`src/design/fsmatch_pkg.sv`:
```
// Shared types, codes and helpers for the folded substring matcher.
// No dependencies; used by fsmatch_cell and folded_substring_matcher.
package fsmatch_pkg;

  // Input function codes
  typedef enum logic {
    FUNC_QUERY = 1'b0,
    FUNC_NAME  = 1'b1
  } func_t;

  // Register indexes (byte address 4*index)
  typedef enum logic {
    REG_EXACT_MATCH = 1'b0,
    REG_MATCH_CASE  = 1'b1
  } reg_idx_t;

  // ASCII folding constants
  localparam logic [7:0] CH_UPPER_A  = 8'h41;
  localparam logic [7:0] CH_UPPER_Z  = 8'h5A;
  localparam logic [7:0] CASE_OFFSET = 8'h20;

  // Per-beat controls broadcast to every cell
  typedef struct packed {
    logic shift;  // query beat: take byte and active bit from upper neighbor
    logic step;   // name beat: advance prefix hits
    logic clear;  // drop partial name state
    logic fold;   // fold uppercase before compare
  } cell_ctrl_t;

  // Fold ASCII A-Z to lowercase when enabled
  function automatic logic [7:0] fold_byte(input logic [7:0] b, input logic en);
    logic [7:0] r;
    r = b;
    if (en && (b >= CH_UPPER_A) && (b <= CH_UPPER_Z)) begin
      r = b + CASE_OFFSET;
    end
    return r;
  endfunction

endpackage

```
`src/design/fsmatch_cell.sv`:
```
// One cell of the match chain: one query byte, its active bit and its prefix hit.
// Depends on fsmatch_pkg.
module fsmatch_cell (
  input  logic                    clk,
  input  logic                    rst_n,
  input  fsmatch_pkg::cell_ctrl_t ctrl_i,
  input  logic [7:0]              name_byte_i,  // folded name byte
  input  logic [7:0]              q_in_i,       // query byte from upper neighbor
  input  logic                    act_in_i,     // active bit from upper neighbor
  input  logic                    prev_pass_i,  // lower neighbor's hit (1 when inactive)
  output logic [7:0]              q_o,
  output logic                    act_o,
  output logic                    pass_o,
  output logic                    hit_nxt_o
);

  logic [7:0] q_r, q_nxt;
  logic       act_r, act_nxt;
  logic       hit_r, hit_nxt;
  logic       eq;

  // Compare stored query byte with the name byte
  assign eq        = (fsmatch_pkg::fold_byte(q_r, ctrl_i.fold) == name_byte_i);
  assign hit_nxt_o = act_r && prev_pass_i && eq;

  // Next state
  always_comb begin
    q_nxt   = ctrl_i.shift ? q_in_i : q_r;
    act_nxt = ctrl_i.shift ? act_in_i : act_r;
    hit_nxt = hit_r;
    if (ctrl_i.clear) begin
      hit_nxt = 1'b0;
    end else if (ctrl_i.step) begin
      hit_nxt = hit_nxt_o;
    end
  end

  // Control state
  always_ff @(posedge clk) begin
    if (!rst_n) begin
      act_r <= 1'b0;
      hit_r <= 1'b0;
    end else begin
      act_r <= act_nxt;
      hit_r <= hit_nxt;
    end
  end

  // Query byte, no reset
  always_ff @(posedge clk) begin
    q_r <= q_nxt;
  end

  assign q_o    = q_r;
  assign act_o  = act_r;
  assign pass_o = !act_r || hit_r;

endmodule

```
`src/design/folded_substring_matcher.sv`:
```
// Top level of the folded substring matcher: config registers, control, cell chain.
// Depends on fsmatch_pkg and fsmatch_cell.
//
//  channel | direction | ports                                        | moves
//  in      | input     | in_valid/in_ready, func, data_byte, last_byte | query or name byte
//  out     | output    | out_valid/out_ready, matched, query_overflow  | one beat per name
//  cfg     | APB       | psel/penable/pwrite/paddr/pwdata/prdata       | exact_match, match_case
//
// One input beat per cycle while in_ready is high; the result of a name is registered and
// shows in the cycle after its last byte. The query sits in a chain of MAX_QUERY cells,
// packed at the top end; each name byte advances every cell's prefix hit at once.
// Synchronous active-low reset empties the query and clears the name state.
// in_ready drops only while a result waits and out_ready is low.
module folded_substring_matcher #(
  parameter int MAX_QUERY = 64
) (
  input  logic        clk,
  input  logic        rst_n,
  // input channel
  input  logic        in_valid,
  output logic        in_ready,
  input  logic        in_func,
  input  logic [7:0]  in_data_byte,
  input  logic        in_last_byte,
  // result channel
  output logic        out_valid,
  input  logic        out_ready,
  output logic        out_matched,
  output logic        out_query_overflow,
  // configuration port
  input  logic        psel,
  input  logic        penable,
  input  logic        pwrite,
  input  logic [2:0]  paddr,
  input  logic [31:0] pwdata,
  output logic [31:0] prdata,
  output logic        pready
);

  localparam int QW = $clog2(MAX_QUERY + 1);
  localparam int NW = $clog2(MAX_QUERY + 2);
  localparam logic [NW-1:0] NLEN_SAT = NW'(MAX_QUERY + 1);

  // Configuration registers
  logic exact_r, exact_nxt;
  logic case_r, case_nxt;
  logic cfg_wr;
  fsmatch_pkg::reg_idx_t cfg_idx;

  assign pready  = 1'b1;
  assign cfg_wr  = psel && penable && pwrite;
  assign cfg_idx = fsmatch_pkg::reg_idx_t'(paddr[2]);

  always_comb begin
    exact_nxt = exact_r;
    case_nxt  = case_r;
    if (cfg_wr) begin
      unique case (cfg_idx)
        fsmatch_pkg::REG_EXACT_MATCH: exact_nxt = pwdata[0];
        fsmatch_pkg::REG_MATCH_CASE:  case_nxt  = pwdata[0];
        default: ;
      endcase
    end
  end

  // Register readback
  always_comb begin
    prdata = '0;
    unique case (cfg_idx)
      fsmatch_pkg::REG_EXACT_MATCH: prdata[0] = exact_r;
      fsmatch_pkg::REG_MATCH_CASE:  prdata[0] = case_r;
      default: ;
    endcase
  end

  // Control state
  logic          loading_r, loading_nxt;
  logic          ovf_r, ovf_nxt;
  logic [QW-1:0] qlen_r, qlen_nxt;
  logic [NW-1:0] nlen_r, nlen_nxt, nlen_inc;
  logic          found_r, found_nxt;
  logic          out_valid_r, out_valid_nxt;
  logic          out_matched_r, out_matched_nxt;
  logic          out_ovf_r, out_ovf_nxt;

  logic in_acc, query_beat, name_beat, restart, full, result;
  fsmatch_pkg::cell_ctrl_t ctrl;
  logic [7:0] name_byte;

  // Chain wiring
  logic [7:0] q_vec   [MAX_QUERY];
  logic       act_vec [MAX_QUERY];
  logic       pass_vec[MAX_QUERY];
  logic       hitn_vec[MAX_QUERY];
  logic [MAX_QUERY-1:0] act_bits;

  assign in_ready   = !out_valid_r || out_ready;
  assign in_acc     = in_valid && in_ready;
  assign query_beat = in_acc && (fsmatch_pkg::func_t'(in_func) == fsmatch_pkg::FUNC_QUERY);
  assign name_beat  = in_acc && (fsmatch_pkg::func_t'(in_func) == fsmatch_pkg::FUNC_NAME);
  assign restart    = !loading_r;
  assign full       = act_vec[0];
  assign result     = name_beat && in_last_byte;
  assign name_byte  = fsmatch_pkg::fold_byte(in_data_byte, !case_r);

  // Broadcast controls
  always_comb begin
    ctrl.shift = query_beat && (restart || !full);
    ctrl.step  = name_beat;
    ctrl.clear = query_beat || result;
    ctrl.fold  = !case_r;
  end

  // Cell chain: query shifts in at the top; hits pass upward
  for (genvar k = 0; k < MAX_QUERY; k++) begin : g_cell
    logic [7:0] q_src;
    logic       act_src;
    logic       prev_pass;
    if (k == MAX_QUERY - 1) begin : g_top
      assign q_src   = in_data_byte;
      assign act_src = 1'b1;
    end else begin : g_mid
      assign q_src   = q_vec[k+1];
      assign act_src = !restart && act_vec[k+1];
    end
    if (k == 0) begin : g_bot
      assign prev_pass = 1'b1;
    end else begin : g_up
      assign prev_pass = pass_vec[k-1];
    end
    assign act_bits[k] = act_vec[k];

    fsmatch_cell u_cell (
      .clk         (clk),
      .rst_n       (rst_n),
      .ctrl_i      (ctrl),
      .name_byte_i (name_byte),
      .q_in_i      (q_src),
      .act_in_i    (act_src),
      .prev_pass_i (prev_pass),
      .q_o         (q_vec[k]),
      .act_o       (act_vec[k]),
      .pass_o      (pass_vec[k]),
      .hit_nxt_o   (hitn_vec[k])
    );
  end

  // Query length, overflow, name tracking and result
  always_comb begin
    loading_nxt     = loading_r;
    ovf_nxt         = ovf_r;
    qlen_nxt        = qlen_r;
    nlen_nxt        = nlen_r;
    found_nxt       = found_r;
    out_valid_nxt   = out_valid_r && !out_ready;
    out_matched_nxt = out_matched_r;
    out_ovf_nxt     = out_ovf_r;
    nlen_inc        = (nlen_r == NLEN_SAT) ? nlen_r : nlen_r + NW'(1);

    if (query_beat) begin
      loading_nxt = !in_last_byte;
      nlen_nxt    = '0;
      found_nxt   = 1'b0;
      if (restart) begin
        qlen_nxt = QW'(1);
        ovf_nxt  = 1'b0;
      end else if (full) begin
        ovf_nxt  = 1'b1;
      end else begin
        qlen_nxt = qlen_r + QW'(1);
      end
    end else if (name_beat) begin
      loading_nxt = 1'b0;
      nlen_nxt    = nlen_inc;
      found_nxt   = found_r || hitn_vec[MAX_QUERY-1];
      if (in_last_byte) begin
        nlen_nxt        = '0;
        found_nxt       = 1'b0;
        out_valid_nxt   = 1'b1;
        out_ovf_nxt     = ovf_r;
        if (ovf_r || (qlen_r == '0)) begin
          out_matched_nxt = 1'b0;
        end else if (exact_r) begin
          out_matched_nxt = hitn_vec[MAX_QUERY-1] && (nlen_inc == NW'(qlen_r));
        end else begin
          out_matched_nxt = found_r || hitn_vec[MAX_QUERY-1];
        end
      end
    end
  end

  always_ff @(posedge clk) begin
    if (!rst_n) begin
      exact_r     <= 1'b0;
      case_r      <= 1'b0;
      loading_r   <= 1'b0;
      ovf_r       <= 1'b0;
      qlen_r      <= '0;
      nlen_r      <= '0;
      found_r     <= 1'b0;
      out_valid_r <= 1'b0;
    end else begin
      exact_r     <= exact_nxt;
      case_r      <= case_nxt;
      loading_r   <= loading_nxt;
      ovf_r       <= ovf_nxt;
      qlen_r      <= qlen_nxt;
      nlen_r      <= nlen_nxt;
      found_r     <= found_nxt;
      out_valid_r <= out_valid_nxt;
    end
  end

  // Result payload, no reset
  always_ff @(posedge clk) begin
    out_matched_r <= out_matched_nxt;
    out_ovf_r     <= out_ovf_nxt;
  end

  assign out_valid          = out_valid_r;
  assign out_matched        = out_matched_r;
  assign out_query_overflow = out_ovf_r;

  // Assertions
  a_qlen_tracks_chain: assert property (@(posedge clk) disable iff (!rst_n)
    $countones(act_bits) == int'(qlen_r))
    else $error("query length does not match active cells");

  a_ovf_needs_full: assert property (@(posedge clk) disable iff (!rst_n)
    ovf_r |-> act_vec[0])
    else $error("overflow set with chain not full");

  a_result_from_name_end: assert property (@(posedge clk) disable iff (!rst_n)
    (!out_valid_r || out_ready) ##1 out_valid_r |->
      $past(in_valid && in_ready && in_last_byte &&
            (fsmatch_pkg::func_t'(in_func) == fsmatch_pkg::FUNC_NAME)))
    else $error("result beat without a finished name");

  a_no_match_on_ovf: assert property (@(posedge clk) disable iff (!rst_n)
    out_valid_r |-> !(out_matched_r && out_ovf_r))
    else $error("match reported with overflowed query");

endmodule
```
`config.mk`:
```
export PLATFORM = sky130hd
export DESIGN_NAME = folded_substring_matcher
export DESIGN_NICKNAME = d
export VERILOG_FILES = /design/src/design/fsmatch_pkg.sv /design/src/design/fsmatch_cell.sv /design/src/design/folded_substring_matcher.sv
export SDC_FILE = /design/constraint.sdc
export NUM_CORES = 1
export LEC_CHECK = 0
export BUFFER_PORTS_ARGS = -buffer_cell sky130_fd_sc_hd__buf_2
export CORE_ASPECT_RATIO = 0.7
export CORE_MARGIN = 5
export CORE_UTILIZATION = 40
export DETAILED_ROUTE_END_ITERATION = 8
export PLACE_DENSITY = 0.55
export SYNTH_ARGS = -nofsm -noshare
export SYNTH_HDL_FRONTEND = slang
export SYNTH_SLANG_ARGS = --single-unit
```
`constraint.sdc`:
```
create_clock -name clk -period 28.8 [get_ports clk]
set_input_delay 4.32 -clock clk [delete_from_list [all_inputs] [get_ports clk]]
set_output_delay 4.32 -clock clk [all_outputs]
set_load 0.005 [all_outputs]
```
==> metrics.cfg <==
[floorplan]
start_util = 0.404
core_um2 = 78800
io_pins = 89
die_w_um = 347
die_h_um = 246
rows = 86
design.die.area_um2 = 85400

[sta]
maxSlewViolCount = 0
setup_viol = 0
worst_pin_slew_ps = 1290
timing.hold.ws_ps = 445
hold_viol = 0
finClkSkew_ps = 20.7
finalCritPeriodShare = 0.320
period_needed_ps = 9200
fin_ws_ps = 19600
fmax_mhz = 109
rsz0062_at_grt = false
relSlewSlack = 0.134
tns_ps = 0

[yosys]
muxShareOfSynthArea = 0.000982
synth_top_area_frac = 0.485
synth_seq_cells = 661
synthTopCellsByArea = edfxtp_1 (48%), xor2_1 (10%), dfxtp_1 (9.2%), xnor2_1 (4.2%), ha_1 (2.7%)
synthCells = 2632
synth_edf_count = 514
ys.flop_type = edfxtp_1
yosys.area_share.simple = 0.102
async_reset_ff_frac = 0
synth_common_cells = edfxtp_1 (514), xor2_1 (373), xnor2_1 (154)
seq_area_frac_synth = 0.577
synth_cell_types = 52
synth_xor_xnor_area_share = 0.145
synth_compound_area_frac = 0.110
syn_area_um2 = 31800
yosys_warnings = 0
synth_top_family_by_area = XOR/XNOR gates
yosysMostFrequentCell = edfxtp_1
synthAdderAreaFrac = 0.0271
avgSynthCellArea_um2 = 12.1
synth_area_leader_cell = edfxtp_1

[pwr]
ir_worst_vdd_uv = 40.1
power.density_nw_per_um2 = 59.2
p_leak_nw = 11.0

[clock_tree]
path_clk_slew_ps = 60
cts_resized = 0
cts_setup_buffers = 0
numCtsBuffers = 68
cts_buffer_depth = 3
htreeDepth = 3
cts_tree = yes
hold_buffers = 0
clk_latency_ps = 620
cts_root_buf = clkbuf_16
clkSinkCount = 661

[route]
vias = 20624
dr_wl_met3_mm = 4.84
viasPerCell = 5.49
wire_per_inst_um = 20.4
m1WireLength_mm = 38.5
dr_wl_met2_mm = 31.8
drt_iter0_drc = 1463
highest_layer = met4
firstDrtPassIters = 5
drc = 0
totalWireLength_mm = 76.6
ant_nets = 0

[global_routing]
grt-ovfl-total = 0
grt_pass1_wl_mm = 119
grt_max_degree = 157
track_usage = 0.176
grt_pass1_vias = 20157
antenna_found_initial = 1

[finish]
nets = 2771
multi_input_area_um2 = 12400
antenna_cells = 0
regArea_um2 = 18400
fin_cells = 3758
syn2layout_area_growth_pct = 10.3
fillers = 7228
drive_gt1_frac = 0.0607

[critical_path]
setup.worst_path.start_class = input pin
path_cells = buf_2, mux2_2, buf_2
crit_top_cell = buf_2
critPathKind = input pin to output port
cp_slowest_cell = mux2_2
critPathMaxStageDelay_ps = 320
cp_max_fo = 4
cp.arrival_ps = 4880
cp-end-kind = output port
required_ps = 24480

[worst_hold_path]
hold_class = flip-flop to flip-flop

[place]
dp_hpwl_mm = 46.3
portBuffers = 23
gp_congestion = 0.781
place_ws_ps = 19600
dp_cells = 3635

[run]
max-cap-violations = 0

[outcome]
status = finished clean

[critical path, delay by kind of cell]
kind,cells,cell delay [ps]
buffers and inverters,2,240
muxes,1,320
[registers in the layout, indices dropped and copies added (netlist names)]
register and cells:
g_cell.u_cell.q_o 512, g_cell.u_cell.act_o 64, g_cell.u_cell.hit_r 63, nlen_r 7, qlen_r 7, case_r 1, exact_r 1, found_r 1
loading_r 1, out_matched 1, out_query_overflow 1, out_valid 1, ovf_r 1
[cells in the final DEF (no fill, tap or decap), types with 3 or more instances in the layout]
cell	netlist	routed
nor4_1	66	66
nand2b_1	8	8
nor3_1	24	24
a22oi_1	63	63
nor2b_1	65	65
or3_1	68	67
clkinv_2	0	14
buf_2	24	18
buf_4	46	34
a21oi_1	81	81
and3_1	3	3
a21o_1	63	63
conb_1	2	32
ha_1	69	69
nand4_1	29	29
inv_1	130	129
o21ai_0	124	124
clkbuf_1	48	25
nor4b_1	64	64
nand3_1	70	70
a2111oi_0	22	22
clkinv_1	0	5
o31ai_1	103	102
bufinv_16	0	3
xor2_1	373	373
nand2_1	72	71
xnor2_1	154	154
edfxtp_1	514	514
a32o_1	6	6
a31oi_1	70	69
dfxtp_1	147	146
clkbuf_16	0	73
or4_1	6	6
nor2_1	77	77
[final cells by class]
cell class / count / area share
Clock buffer: 100 / 0.0555
Clock inverter: 22 / 0.00510
Inverter: 130 / 0.0141
Multi-Input combinational cell: 1736 / 0.354
Sequential cell: 661 / 0.524
Tap cell: 1056 / 0.0376
Timing Repair Buffer: 53 / 0.0102
[cell families (layout without fill, tap and decap cells)]
kind of cell / count (synthesis) / after routing
muxes: 3 / 3
DFF: 661 / 661
AOI/OAI and AO/OA: 541 / 541
xor gates and xnor gates: 527 / 527
buffers and inverters: 265 / 305
and+or+nand+nor: 564 / 564
other: 2 / 32
adders and majority gates: 69 / 69
[per-layer routing]
layer,GRT usage,vias to the layer above
li1,-,9689
met1,0.269,10319
met2,0.253,514
met3,0.0405,102
met4,0.0383,0
met5,0,-
[final timing paths]
kind,startpoint,end,slack [ps],cells after the start
min reg2reg,g_cell[51].u_cell.hit_r,g_cell[51].u_cell.hit_r,440,2
min,g_cell[51].u_cell.hit_r,g_cell[51].u_cell.hit_r,440,2
max reg2reg,out_valid,g_cell[34].u_cell.q_o[4],24180,8
max,paddr[2],prdata[0],19600,3
[where the power goes]
group	switching (mW)	internal [mW]
Combinational	0.0884	0.0459
Sequential	0.0253	1.05
Clock	0.369	0.496
Total	0.483	1.60
[per-stage QoR]
| stage | utilization | area, µm² | power, mW |
|---|---|---|---|
| 2_1_floorplan | - | 32000 | 1.21 |
| 3_3_place_gp | 0.419 | 33000 | 1.23 |
| 3_5_place_dp | 0.419 | 33000 | 1.23 |
| 4_1_cts | 0.446 | 35100 | 2.10 |
| 5_1_grt | 0.446 | 35100 | 2.16 |
| 6_report | 0.446 | 35100 | 2.08 |
No activity file was read; power rests on OpenSTA's default activity.
